--- src/design/srsw_pkg.sv ---
// Package for the selective-repeat send window.
// Holds widths, action and status codes, and the controller/datapath command types.
// No dependencies.
package srsw_pkg;

    localparam int MaxWindow = 16;
    localparam int SlotW     = $clog2(MaxWindow);
    localparam int CountW    = $clog2(MaxWindow + 1);

    localparam logic [2:0] ACT_ADD     = 3'd0;
    localparam logic [2:0] ACT_ACK     = 3'd1;
    localparam logic [2:0] ACT_TICK    = 3'd2;
    localparam logic [2:0] ACT_RESTART = 3'd3;
    localparam logic [2:0] ACT_REMOVE  = 3'd4;
    localparam logic [2:0] ACT_ADVANCE = 3'd5;

    localparam logic [1:0] ST_OK        = 2'd0;
    localparam logic [1:0] ST_FULL      = 2'd1;
    localparam logic [1:0] ST_NOT_FOUND = 2'd2;
    localparam logic [1:0] ST_EMPTY     = 2'd3;

    localparam logic REG_WINDOW_SIZE = 1'b0;
    localparam logic REG_TIMEOUT     = 1'b1;

    // controller -> datapath
    typedef struct packed {
        logic              load;      // capture input item, reset walk index
        logic              add;       // store new entry at tail
        logic              tick;      // advance the tick clock
        logic              mark_ack;  // set acked on current entry
        logic              restart;   // restart timer on current entry
        logic              pop;       // drop head entry
        logic              step;      // move walk index forward
    } t_dp_cmd;

    // datapath -> controller
    typedef struct packed {
        logic              empty;     // no entries
        logic              full;      // occupancy at limit
        logic              walk_end;  // walk index reached occupancy
        logic              match;     // current entry seq matches
        logic              timed_out; // current entry unacked and expired
        logic              head_acked;
        logic              drop_done; // removed count reached drop target or window empty
    } t_dp_stat;

endpackage

--- src/design/srsw_datapath.sv ---
// Datapath of the selective-repeat send window: entry storage, pointers and
// walk index. Depends on srsw_pkg.
module srsw_datapath (
    input  logic                    i_clk,
    input  logic                    i_rst_n,
    input  logic                    i_cfg_we,
    input  logic                    i_cfg_idx,
    input  logic [15:0]             i_cfg_data,
    input  logic [31:0]             i_seq,
    input  logic [4:0]              i_drop,
    input  srsw_pkg::t_dp_cmd       i_cmd,
    output srsw_pkg::t_dp_stat      o_stat,
    output logic [31:0]             o_cur_seq,
    output logic [4:0]              o_occ,
    output logic                    o_can_add,
    output logic [31:0]             o_head_seq,
    output logic [4:0]              o_removed
);
    import srsw_pkg::*;

    logic [31:0]        r_seq_mem  [MaxWindow];
    logic [31:0]        r_time_mem [MaxWindow];
    logic [MaxWindow-1:0] r_acked;
    logic [SlotW-1:0]   r_head;
    logic [CountW-1:0]  r_count;
    logic [31:0]        r_clock;
    logic [4:0]         r_win;
    logic [15:0]        r_timeout;
    logic [31:0]        r_key;
    logic [4:0]         r_drop;
    logic [CountW-1:0]  r_idx;
    logic [4:0]         r_removed;

    logic [SlotW-1:0]   w_slot;
    logic [SlotW-1:0]   w_tail;
    logic [31:0]        w_age;
    logic [4:0]         w_limit;

    assign w_slot  = r_head + r_idx[SlotW-1:0];
    assign w_tail  = r_head + r_count[SlotW-1:0];
    assign w_age   = r_clock - r_time_mem[w_slot];
    assign w_limit = (r_win < 5'(MaxWindow)) ? r_win : 5'(MaxWindow);

    // status toward controller
    always_comb begin
        o_stat.empty      = (r_count == '0);
        o_stat.full       = (5'(r_count) >= w_limit);
        o_stat.walk_end   = (r_idx >= r_count);
        o_stat.match      = (r_seq_mem[w_slot] == r_key);
        o_stat.timed_out  = !r_acked[w_slot] && (w_age > {16'd0, r_timeout});
        o_stat.head_acked = r_acked[r_head];
        o_stat.drop_done  = (r_removed >= r_drop) || (r_count == '0);
    end

    assign o_cur_seq  = r_seq_mem[w_slot];
    assign o_occ      = 5'(r_count);
    assign o_can_add  = (5'(r_count) < w_limit);
    assign o_head_seq = (r_count != '0) ? r_seq_mem[r_head] : 32'd0;
    assign o_removed  = r_removed;

    // control registers
    always_ff @(posedge i_clk) begin
        if (!i_rst_n) begin
            r_acked   <= '0;
            r_head    <= '0;
            r_count   <= '0;
            r_clock   <= '0;
            r_win     <= 5'd16;
            r_timeout <= 16'd500;
            r_idx     <= '0;
            r_removed <= '0;
        end else begin
            if (i_cfg_we) begin
                if (i_cfg_idx == REG_WINDOW_SIZE) r_win <= i_cfg_data[4:0];
                else                              r_timeout <= i_cfg_data;
            end
            if (i_cmd.load) begin
                r_idx     <= '0;
                r_removed <= '0;
            end
            if (i_cmd.step) r_idx <= r_idx + 1'b1;
            if (i_cmd.tick) r_clock <= r_clock + 32'd1;
            if (i_cmd.add) begin
                r_acked[w_tail] <= 1'b0;
                r_count         <= r_count + 1'b1;
            end
            if (i_cmd.mark_ack) r_acked[w_slot] <= 1'b1;
            if (i_cmd.pop) begin
                r_acked[r_head] <= 1'b0;
                r_head          <= r_head + 1'b1;
                r_count         <= r_count - 1'b1;
                r_removed       <= r_removed + 5'd1;
            end
        end
    end

    // entry storage and captured operands
    always_ff @(posedge i_clk) begin
        if (i_cmd.load) begin
            r_key  <= i_seq;
            r_drop <= i_drop;
        end
        if (i_cmd.add) begin
            r_seq_mem[w_tail]  <= r_key;
            r_time_mem[w_tail] <= r_clock;
        end
        if (i_cmd.restart) r_time_mem[w_slot] <= r_clock;
    end

    // occupancy never exceeds the array depth
    a_count_max: assert property (@(posedge i_clk) disable iff (!i_rst_n)
        r_count <= CountW'(MaxWindow)) else $error("occupancy over depth");
    // pop only on a non-empty window
    a_pop_nonempty: assert property (@(posedge i_clk) disable iff (!i_rst_n)
        i_cmd.pop |-> r_count != '0) else $error("pop on empty window");
    // add only when below limit
    a_add_room: assert property (@(posedge i_clk) disable iff (!i_rst_n)
        i_cmd.add |-> o_can_add) else $error("add on full window");
endmodule

--- src/design/srsw_ctrl.sv ---
// Controller of the selective-repeat send window: sequences each action and
// drives the result register. Depends on srsw_pkg.
module srsw_ctrl (
    input  logic                    i_clk,
    input  logic                    i_rst_n,
    input  logic                    i_in_valid,
    output logic                    o_in_ready,
    input  logic [2:0]              i_action,
    input  srsw_pkg::t_dp_stat      i_stat,
    output srsw_pkg::t_dp_cmd       o_cmd,
    input  logic [31:0]             i_cur_seq,
    input  logic [4:0]              i_occ,
    input  logic                    i_can_add,
    input  logic [31:0]             i_head_seq,
    input  logic [4:0]              i_removed,
    output logic                    o_out_valid,
    input  logic                    i_out_ready,
    output logic [1:0]              o_status,
    output logic [31:0]             o_to_seq,
    output logic                    o_to_valid,
    output logic [4:0]              o_removed,
    output logic [4:0]              o_occ,
    output logic                    o_can_add,
    output logic                    o_has,
    output logic [31:0]             o_head_seq,
    output logic                    o_last
);
    import srsw_pkg::*;

    typedef enum logic [2:0] {
        S_IDLE, S_DISPATCH, S_WALK, S_EMIT, S_DONE
    } t_state;

    t_state      r_state, n_state;
    logic [2:0]  r_act;
    logic        r_found;
    logic        r_any;
    logic        r_ovalid;
    logic        r_olast;
    logic [1:0]  r_status;
    logic [31:0] r_to_seq;
    logic        r_to_valid;
    logic [31:0] r_pend_seq;
    logic        w_out_free;
    logic        w_hit;
    logic        w_emit;
    logic        w_final;

    // one result register; the tick scan pauses while it is held
    assign w_out_free = !r_ovalid || i_out_ready;
    assign o_in_ready = (r_state == S_IDLE);
    assign o_out_valid = r_ovalid;

    // timed-out entry found during the tick scan
    assign w_hit   = (r_state == S_WALK) && (r_act == ACT_TICK) && !i_stat.walk_end
                     && i_stat.timed_out && w_out_free;
    // a held-back timed-out entry goes out when the next one is found
    assign w_emit  = w_hit && r_any;
    assign w_final = (r_state == S_DONE) && w_out_free;

    // command decode
    always_comb begin
        o_cmd = '0;
        n_state = r_state;
        unique case (r_state)
            S_IDLE: begin
                if (i_in_valid) begin
                    o_cmd.load = 1'b1;
                    n_state = S_DISPATCH;
                end
            end
            S_DISPATCH: begin
                if (r_act == ACT_TICK) o_cmd.tick = 1'b1;
                if (r_act == ACT_ADD && !i_stat.full) o_cmd.add = 1'b1;
                if (r_act == ACT_ADD || r_act > ACT_ADVANCE || i_stat.empty)
                    n_state = (r_act == ACT_TICK) ? S_WALK : S_DONE;
                else n_state = S_WALK;
            end
            S_WALK: begin
                case (r_act)
                    ACT_ACK: begin
                        if (i_stat.walk_end) n_state = S_DONE;
                        else if (i_stat.match) begin
                            o_cmd.mark_ack = 1'b1;
                            n_state = S_DONE;
                        end else o_cmd.step = 1'b1;
                    end
                    ACT_RESTART: begin
                        if (i_stat.walk_end) n_state = S_DONE;
                        else begin
                            o_cmd.restart = i_stat.match;
                            o_cmd.step = 1'b1;
                        end
                    end
                    ACT_REMOVE: begin
                        if (i_stat.drop_done) n_state = S_DONE;
                        else o_cmd.pop = 1'b1;
                    end
                    ACT_ADVANCE: begin
                        if (i_stat.empty || !i_stat.head_acked) n_state = S_DONE;
                        else o_cmd.pop = 1'b1;
                    end
                    default: begin
                        // tick scan
                        if (i_stat.walk_end) n_state = S_DONE;
                        else if (!i_stat.timed_out) o_cmd.step = 1'b1;
                        else if (w_out_free) begin
                            o_cmd.step = 1'b1;
                            n_state = S_EMIT;
                        end
                    end
                endcase
            end
            S_EMIT: n_state = S_WALK;
            S_DONE: if (w_out_free) n_state = S_IDLE;
            default: n_state = S_IDLE;
        endcase
    end

    // state, per-item flags and result register
    always_ff @(posedge i_clk) begin
        if (!i_rst_n) begin
            r_state  <= S_IDLE;
            r_ovalid <= 1'b0;
            r_act    <= '0;
            r_found  <= 1'b0;
            r_any    <= 1'b0;
        end else begin
            r_state <= n_state;
            if (w_emit || w_final) r_ovalid <= 1'b1;
            else if (r_ovalid && i_out_ready) r_ovalid <= 1'b0;
            if (o_cmd.load) begin
                r_act   <= i_action;
                r_found <= 1'b0;
                r_any   <= 1'b0;
            end
            if (o_cmd.mark_ack || o_cmd.restart) r_found <= 1'b1;
            if (r_state == S_DISPATCH) begin
                r_status <= (r_act == ACT_ADD && i_stat.full) ? ST_FULL :
                            ((r_act == ACT_ACK || r_act == ACT_RESTART
                              || r_act == ACT_REMOVE || r_act == ACT_ADVANCE)
                             && i_stat.empty) ? ST_EMPTY : ST_OK;
            end
            // timed-out entry: held back until the next one or the end of the scan
            if (w_hit) begin
                r_pend_seq <= i_cur_seq;
                r_any      <= 1'b1;
            end
            if (w_emit) begin
                r_olast    <= 1'b0;
                r_to_seq   <= r_pend_seq;
                r_to_valid <= 1'b1;
            end
            // final result: in tick mode the last timed-out entry carries last
            if (w_final) begin
                r_olast    <= 1'b1;
                r_to_seq   <= r_any ? r_pend_seq : 32'd0;
                r_to_valid <= r_any;
            end
        end
    end

    // final fields are latched in walk or done while the result register is free
    logic [1:0]  r_fstatus;
    logic [4:0]  r_frem;
    logic [4:0]  r_focc;
    logic        r_fcan;
    logic [31:0] r_fhead;
    always_ff @(posedge i_clk) begin
        if ((r_state == S_DONE || r_state == S_WALK) && w_out_free) begin
            r_fstatus <= (r_status == ST_OK && (r_act == ACT_ACK || r_act == ACT_RESTART)
                          && !r_found) ? ST_NOT_FOUND : r_status;
            r_frem    <= (r_act == ACT_REMOVE || r_act == ACT_ADVANCE) ? i_removed : 5'd0;
            r_focc    <= i_occ;
            r_fcan    <= i_can_add;
            r_fhead   <= i_head_seq;
        end
    end

    assign o_status   = r_olast ? r_fstatus : ST_OK;
    assign o_to_seq   = r_to_seq;
    assign o_to_valid = r_to_valid;
    assign o_removed  = r_olast ? r_frem : 5'd0;
    assign o_occ      = r_focc;
    assign o_can_add  = r_fcan;
    assign o_has      = (r_focc != 5'd0);
    assign o_head_seq = r_fhead;
    assign o_last     = r_olast;

    // input taken only between items
    a_idle_accept: assert property (@(posedge i_clk) disable iff (!i_rst_n)
        o_cmd.load |-> r_state == S_IDLE) else $error("load outside idle");
    // result register not overwritten while held
    a_no_overrun: assert property (@(posedge i_clk) disable iff (!i_rst_n)
        (r_ovalid && !i_out_ready) |=> r_ovalid) else $error("result lost");
    // at most one of add, mark_ack, pop and tick per cycle
    a_one_cmd: assert property (@(posedge i_clk) disable iff (!i_rst_n)
        $onehot0({o_cmd.add, o_cmd.mark_ack, o_cmd.pop, o_cmd.tick}))
        else $error("conflicting commands");
endmodule

--- src/design/selective_repeat_send_window.sv ---
// Top level of the selective-repeat send window: streaming ports, controller
// and datapath. Depends on srsw_pkg, srsw_ctrl, srsw_datapath.
//
// Channel   Dir  Fields (tdata low bit up)
// s_axis    in   action[2:0], seq_num[34:3], drop_count[39:35]
// m_axis    out  status, timed_out_seq, timed_out_valid, removed_count,
//                occupancy, can_add, has_entries, head_seq; tlast = last
// cfg       in   index 0 window_size, 1 timeout_ticks
//
// One item at a time: ack, restart, remove, advance and tick walk the entry FIFO
// one entry per cycle; tick also passes through an emit state per timed-out entry.
// A stalled m_axis holds the tick scan and the final result. Reset is synchronous,
// active low; the window starts empty.
module selective_repeat_send_window (
    input  logic        i_clk,
    input  logic        i_rst_n,
    input  logic        s_axis_tvalid,
    output logic        s_axis_tready,
    input  logic [39:0] s_axis_tdata,   // action, seq_num, drop_count
    output logic        m_axis_tvalid,
    input  logic        m_axis_tready,
    // status, timed_out_seq, timed_out_valid, removed_count, occupancy,
    // can_add, has_entries, head_seq, 1 pad bit
    output logic [79:0] m_axis_tdata,
    output logic        m_axis_tlast,
    input  logic        i_cfg_we,
    input  logic        i_cfg_idx,
    input  logic [15:0] i_cfg_data
);
    import srsw_pkg::*;

    t_dp_cmd     w_cmd;
    t_dp_stat    w_stat;
    logic [31:0] w_cur_seq, w_head_dp, w_to_seq, w_head;
    logic [4:0]  w_occ_dp, w_rem_dp, w_rem, w_occ;
    logic        w_can_dp, w_to_valid, w_can, w_has;
    logic [1:0]  w_status;

    srsw_datapath u_dp (
        .i_clk, .i_rst_n, .i_cfg_we, .i_cfg_idx, .i_cfg_data,
        .i_seq(s_axis_tdata[34:3]), .i_drop(s_axis_tdata[39:35]),
        .i_cmd(w_cmd), .o_stat(w_stat), .o_cur_seq(w_cur_seq),
        .o_occ(w_occ_dp), .o_can_add(w_can_dp), .o_head_seq(w_head_dp),
        .o_removed(w_rem_dp)
    );

    srsw_ctrl u_ctrl (
        .i_clk, .i_rst_n,
        .i_in_valid(s_axis_tvalid), .o_in_ready(s_axis_tready),
        .i_action(s_axis_tdata[2:0]), .i_stat(w_stat), .o_cmd(w_cmd),
        .i_cur_seq(w_cur_seq), .i_occ(w_occ_dp), .i_can_add(w_can_dp),
        .i_head_seq(w_head_dp), .i_removed(w_rem_dp),
        .o_out_valid(m_axis_tvalid), .i_out_ready(m_axis_tready),
        .o_status(w_status), .o_to_seq(w_to_seq), .o_to_valid(w_to_valid),
        .o_removed(w_rem), .o_occ(w_occ), .o_can_add(w_can), .o_has(w_has),
        .o_head_seq(w_head), .o_last(m_axis_tlast)
    );

    assign m_axis_tdata = {1'b0, w_head, w_has, w_can, w_occ, w_rem,
                           w_to_valid, w_to_seq, w_status};
endmodule

--- config.mk ---
export PLATFORM = sky130hd
export DESIGN_NAME = selective_repeat_send_window
export DESIGN_NICKNAME = d
export VERILOG_FILES = /design/src/design/srsw_pkg.sv /design/src/design/srsw_datapath.sv /design/src/design/srsw_ctrl.sv /design/src/design/selective_repeat_send_window.sv
export SDC_FILE = /design/constraint.sdc
export NUM_CORES = 2
export LEC_CHECK = 0
export BUFFER_PORTS_ARGS = -buffer_cell sky130_fd_sc_hd__buf_2
export CAP_MARGIN = 20
export CORE_MARGIN = 2
export CORE_UTILIZATION = 45
export DETAILED_ROUTE_END_ITERATION = 10
export SETUP_SLACK_MARGIN = 0.1
export SLEW_MARGIN = 40
export SYNTH_ARGS = -nofsm -noshare
export SYNTH_HDL_FRONTEND = slang
export SYNTH_HIERARCHICAL = 1
export SYNTH_SLANG_ARGS = --single-unit
--- constraint.sdc ---
create_clock -name i_clk -period 8.32 [get_ports i_clk]
set_input_delay 1.664 -clock i_clk [delete_from_list [all_inputs] [get_ports i_clk]]
set_output_delay 1.664 -clock i_clk [all_outputs]
set_load 0.1 [all_outputs]
==> flow_summary.toml <==
[synthesis]
synth-main-ff-cell = "edfxtp_1"
synth.area.top_cells = "edfxtp_1, mux4_2, dfxtp_1, nand2_1, ha_1"
netlist_area_um2 = 55800
syn_nets = 3352
yosysUniqueCellTypes = 77
yosysWarnings = 6
synth_edf_count = 1174
synth_area_per_cell_um2 = 17.4
ys_ff_latch = 1275
async_reset_ff_frac = 0
synth-seq-area-share = 0.668
synthCells = 3208
synth_top_area_frac = 0.632
yosysTopAreaCell = "edfxtp_1"

[die]
die_area_um2 = 127000
rows = 129
die_w_um = 356
initial_utilization = 0.453
design.core.area_um2 = 123000
io_pins = 145
dieHeight_um = 356

[cts]
clockBufferDepth = 3
clk_pin_slew_worst_paths_ns = 0.06
postCtsSetupBuffers = 0
cts_num_sinks = 1275
cts_hold_buf = 0
numCtsBuffers = 138
htreeDepth = 4
cts_tree = "yes"
clockRootBuffer = "clkbuf_16"
cts_resized = 0
clk-insertion-delay-late_ns = 0.78

[final_layout]
layout.cells.non_filler = 5194
filler_cell_count = 9887
drive_above_1_share = 0.272
postLayoutCoreUtil = 0.520
area_growth_pct = 14.9
nets = 3590

[place]
dp_cells = 4943
gp_congestion = 0.881
io_buffers = 143
dp_hpwl_mm = 86.2

[power_and_ir_drop]
p_leak_nw = 20.9
power.total_w = 0.0141
powerDensity_nw_per_um2 = 220
ir_drop_uv = 225

[sta]
fmax_mhz = 129
rsz0062_at_grt = "no"
slew_violations = 0
setup_tns_ns = 0
max_slew_margin = 0.431
setup_viol = 0
fin_crit_sh = 0.928
hold_ws_ns = 0.457
finalClockSkew_ns = 0.0324
min_period_ns = 7.72
finalHoldViolations = 0
tightest_slew_ns = 0.854

[hold_path]
hold_depth = 0
hold_path.class = "reg -> reg"

[grt]
track_usage = 0.236
grt_max_degree = 113
antenna_found_initial = 1
grt_pass1_vias = 32658
grt_overflow = 0
grt_pass1_wl_mm = 217

[detailed_routing]
ant_nets = 0
dr.pass1.iters = 5
via_per_inst = 6.01
vias = 31220
routed_wirelength_mm = 148
first_iter_violations = 2970
drc = 0
drt-wirelength-per-cell_um = 28.5

[job]
max_cap_viol_count = 0

[critical_path]
critPathKind = "reg -> reg"
r2r_cells = 31
r2r_slack_ns = 0.60
worstPathRequired_ns = 8.77
slowest_delay_ns = 0.55
startpoint = "u_dp/r_idx[2]"
worst_path_max_delay_cell = "or4_1"
crit_arrival_ns = 8.17
cp-endpoint = "u_ctrl/o_to_seq[1]"
r2r-end = "u_ctrl/o_to_seq[1]"
reg2reg_from = "u_dp/r_idx[2]"
cp-end-kind = "register"
worst_setup_path_start_kind = "register"
path_max_fanout = 34

[outcome]
outcome = "completed"
-- per-stage QoR --
step,area [um2],worst slack [ns]
2_1_floorplan,55800,0.148
3_3_place_gp,59600,0.732
3_5_place_dp,59700,0.659
4_1_cts,64100,0.628
5_1_grt,64100,0.0998
6_report,64100,0.597
-- cell usage in the layout, fill, tap and decap left out, types with 8 or more instances in the layout --
| master | netlist | layout |
|---|---|---|
| nor2_1 | 76 | 72 |
| clkinv_1 | 0 | 26 |
| clkbuf_1 | 107 | 35 |
| a21o_1 | 12 | 12 |
| nand3_1 | 49 | 49 |
| nor3b_1 | 10 | 10 |
| xor2_1 | 40 | 39 |
| o21a_1 | 12 | 11 |
| nor3_1 | 23 | 21 |
| clkbuf_16 | 0 | 142 |
| a31oi_1 | 29 | 29 |
| ha_1 | 78 | 77 |
| clkinv_2 | 0 | 16 |
| nor4_1 | 12 | 12 |
| a21boi_0 | 16 | 16 |
| mux2i_1 | 36 | 36 |
| buf_4 | 6 | 77 |
| nor2b_1 | 90 | 90 |
| nand4_1 | 31 | 31 |
| inv_1 | 71 | 54 |
| o22ai_1 | 11 | 11 |
| o21ai_0 | 65 | 49 |
| inv_2 | 0 | 16 |
| mux4_2 | 424 | 424 |
| and2_1 | 52 | 53 |
| a21oi_1 | 94 | 92 |
| buf_2 | 37 | 143 |
| nand2_1 | 276 | 275 |
| dfxtp_1 | 101 | 96 |
| nand2b_1 | 18 | 18 |
| a22oi_1 | 17 | 17 |
| buf_12 | 0 | 45 |
| a211oi_1 | 9 | 9 |
| o211ai_1 | 22 | 22 |
| xnor2_1 | 55 | 54 |
| clkbuf_8 | 0 | 8 |
| and3_1 | 38 | 37 |
| buf_6 | 4 | 8 |
| edfxtp_1 | 1174 | 1174 |
| o21ai_4 | 0 | 16 |
-- power breakdown --
part | switching (W) | total (W) | internal [W]
registers | 0.000131 | 0.00729 | 0.00716
logic | 0.000637 | 0.000917 | 0.000280
clock network | 0.00252 | 0.00593 | 0.00341
total | 0.00329 | 0.0141 | 0.0109
-- final cells by class --
cell class	instances	area, um2	share of cell area
Sequential cell	1275	37300	0.581
Multi-Input combinational cell	1684	17800	0.277
Clock buffer	185	3790	0.0592
Timing Repair Buffer	276	2350	0.0367
Tap cell	1637	2050	0.0319
Clock inverter	65	592	0.00923
Inverter	71	269	0.00419
Antenna cell	1	2.50	0.0000390
-- cells by family after synthesis --
family | after synthesis | synth area share
buffers and inverters | 249 | 0.0186
XOR/XNOR | 95 | 0.0149
AND/OR/NAND/NOR | 708 | 0.0631
adder cells (fa/ha/maj) | 82 | 0.0189
flip-flops | 1275 | 0.668
AO/OA/AOI/OAI | 334 | 0.0383
other | 1 | 0.0000672
multiplexers | 464 | 0.178
-- state kept, by name (all words and copies together) (netlist names), 2 cells and up, named ones only --
| name | flops |
|---|---|
| u_dp/r_acked | 16 |
| u_dp/o_occ | 5 |
| u_ctrl/r_fstatus | 2 |
| u_ctrl/r_pend_seq | 32 |
| u_ctrl/o_occ | 5 |
| u_dp/r_idx | 5 |
| u_dp/r_seq_mem | 512 |
| u_dp/r_head | 4 |
| u_ctrl/o_head_seq | 32 |
| u_dp/r_clock | 32 |
| u_dp/r_win | 5 |
| u_ctrl/r_frem | 5 |
| u_ctrl/o_to_seq | 32 |
| u_dp/r_time_mem | 512 |
| u_dp/o_removed | 5 |
| u_ctrl/r_act | 3 |
| u_dp/r_drop | 5 |
| u_ctrl/r_state | 3 |
| u_dp/r_timeout | 16 |
| u_ctrl/r_status | 2 |
| u_dp/r_key | 32 |
-- synthesized netlist by cell type (all sizes together), types with 38 or more instances --
library cell	count
a21oi	95
and2	53
and3	38
buf	69
clkbuf	109
dfxtp	101
edfxtp	1174
ha	78
inv	71
mux4	424
nand2	276
nand3	49
nor2	77
nor2b	90
o21ai	66
xnor2	55
xor2	40
-- critical path, delay by kind of cell, from the launching register on --
family / cells / cell delay, ns
compound gates: 11 / 2.11
xor+xnor: 1 / 0.15
fa+ha+maj: 4 / 1.38
buf+inv: 3 / 0.62
flops: 1 / 0.44
simple gates: 12 / 2.68
-- per-layer routing --
metal  up-vias  global-route usage  part of all wire
li1      13372                   -                 -
met1     16482               0.312              0.40
met2      1111               0.406              0.51
met3       255              0.0324             0.056
met4         0              0.0746             0.030
met5         -                   0                 0
-- worst min-delay path by stage --
| stage | start | to | slack [ns] |
|---|---|---|---|
| final | u_ctrl/r_status[0] | u_ctrl/r_fstatus[0] | 0.46 |
| after global routing | u_ctrl/r_found | u_ctrl/r_found | 0.48 |
| after CTS | u_ctrl/r_status[0] | u_ctrl/r_fstatus[0] | 0.45 |
| after detailed placement | u_ctrl/r_status[0] | u_ctrl/r_fstatus[0] | 0.44 |
| after global placement | u_ctrl/r_status[0] | u_ctrl/r_fstatus[0] | 0.44 |
| after floorplan | u_ctrl/r_found | u_ctrl/r_found | 0.44 |
Note: power is estimated with default switching activity, not from simulation.
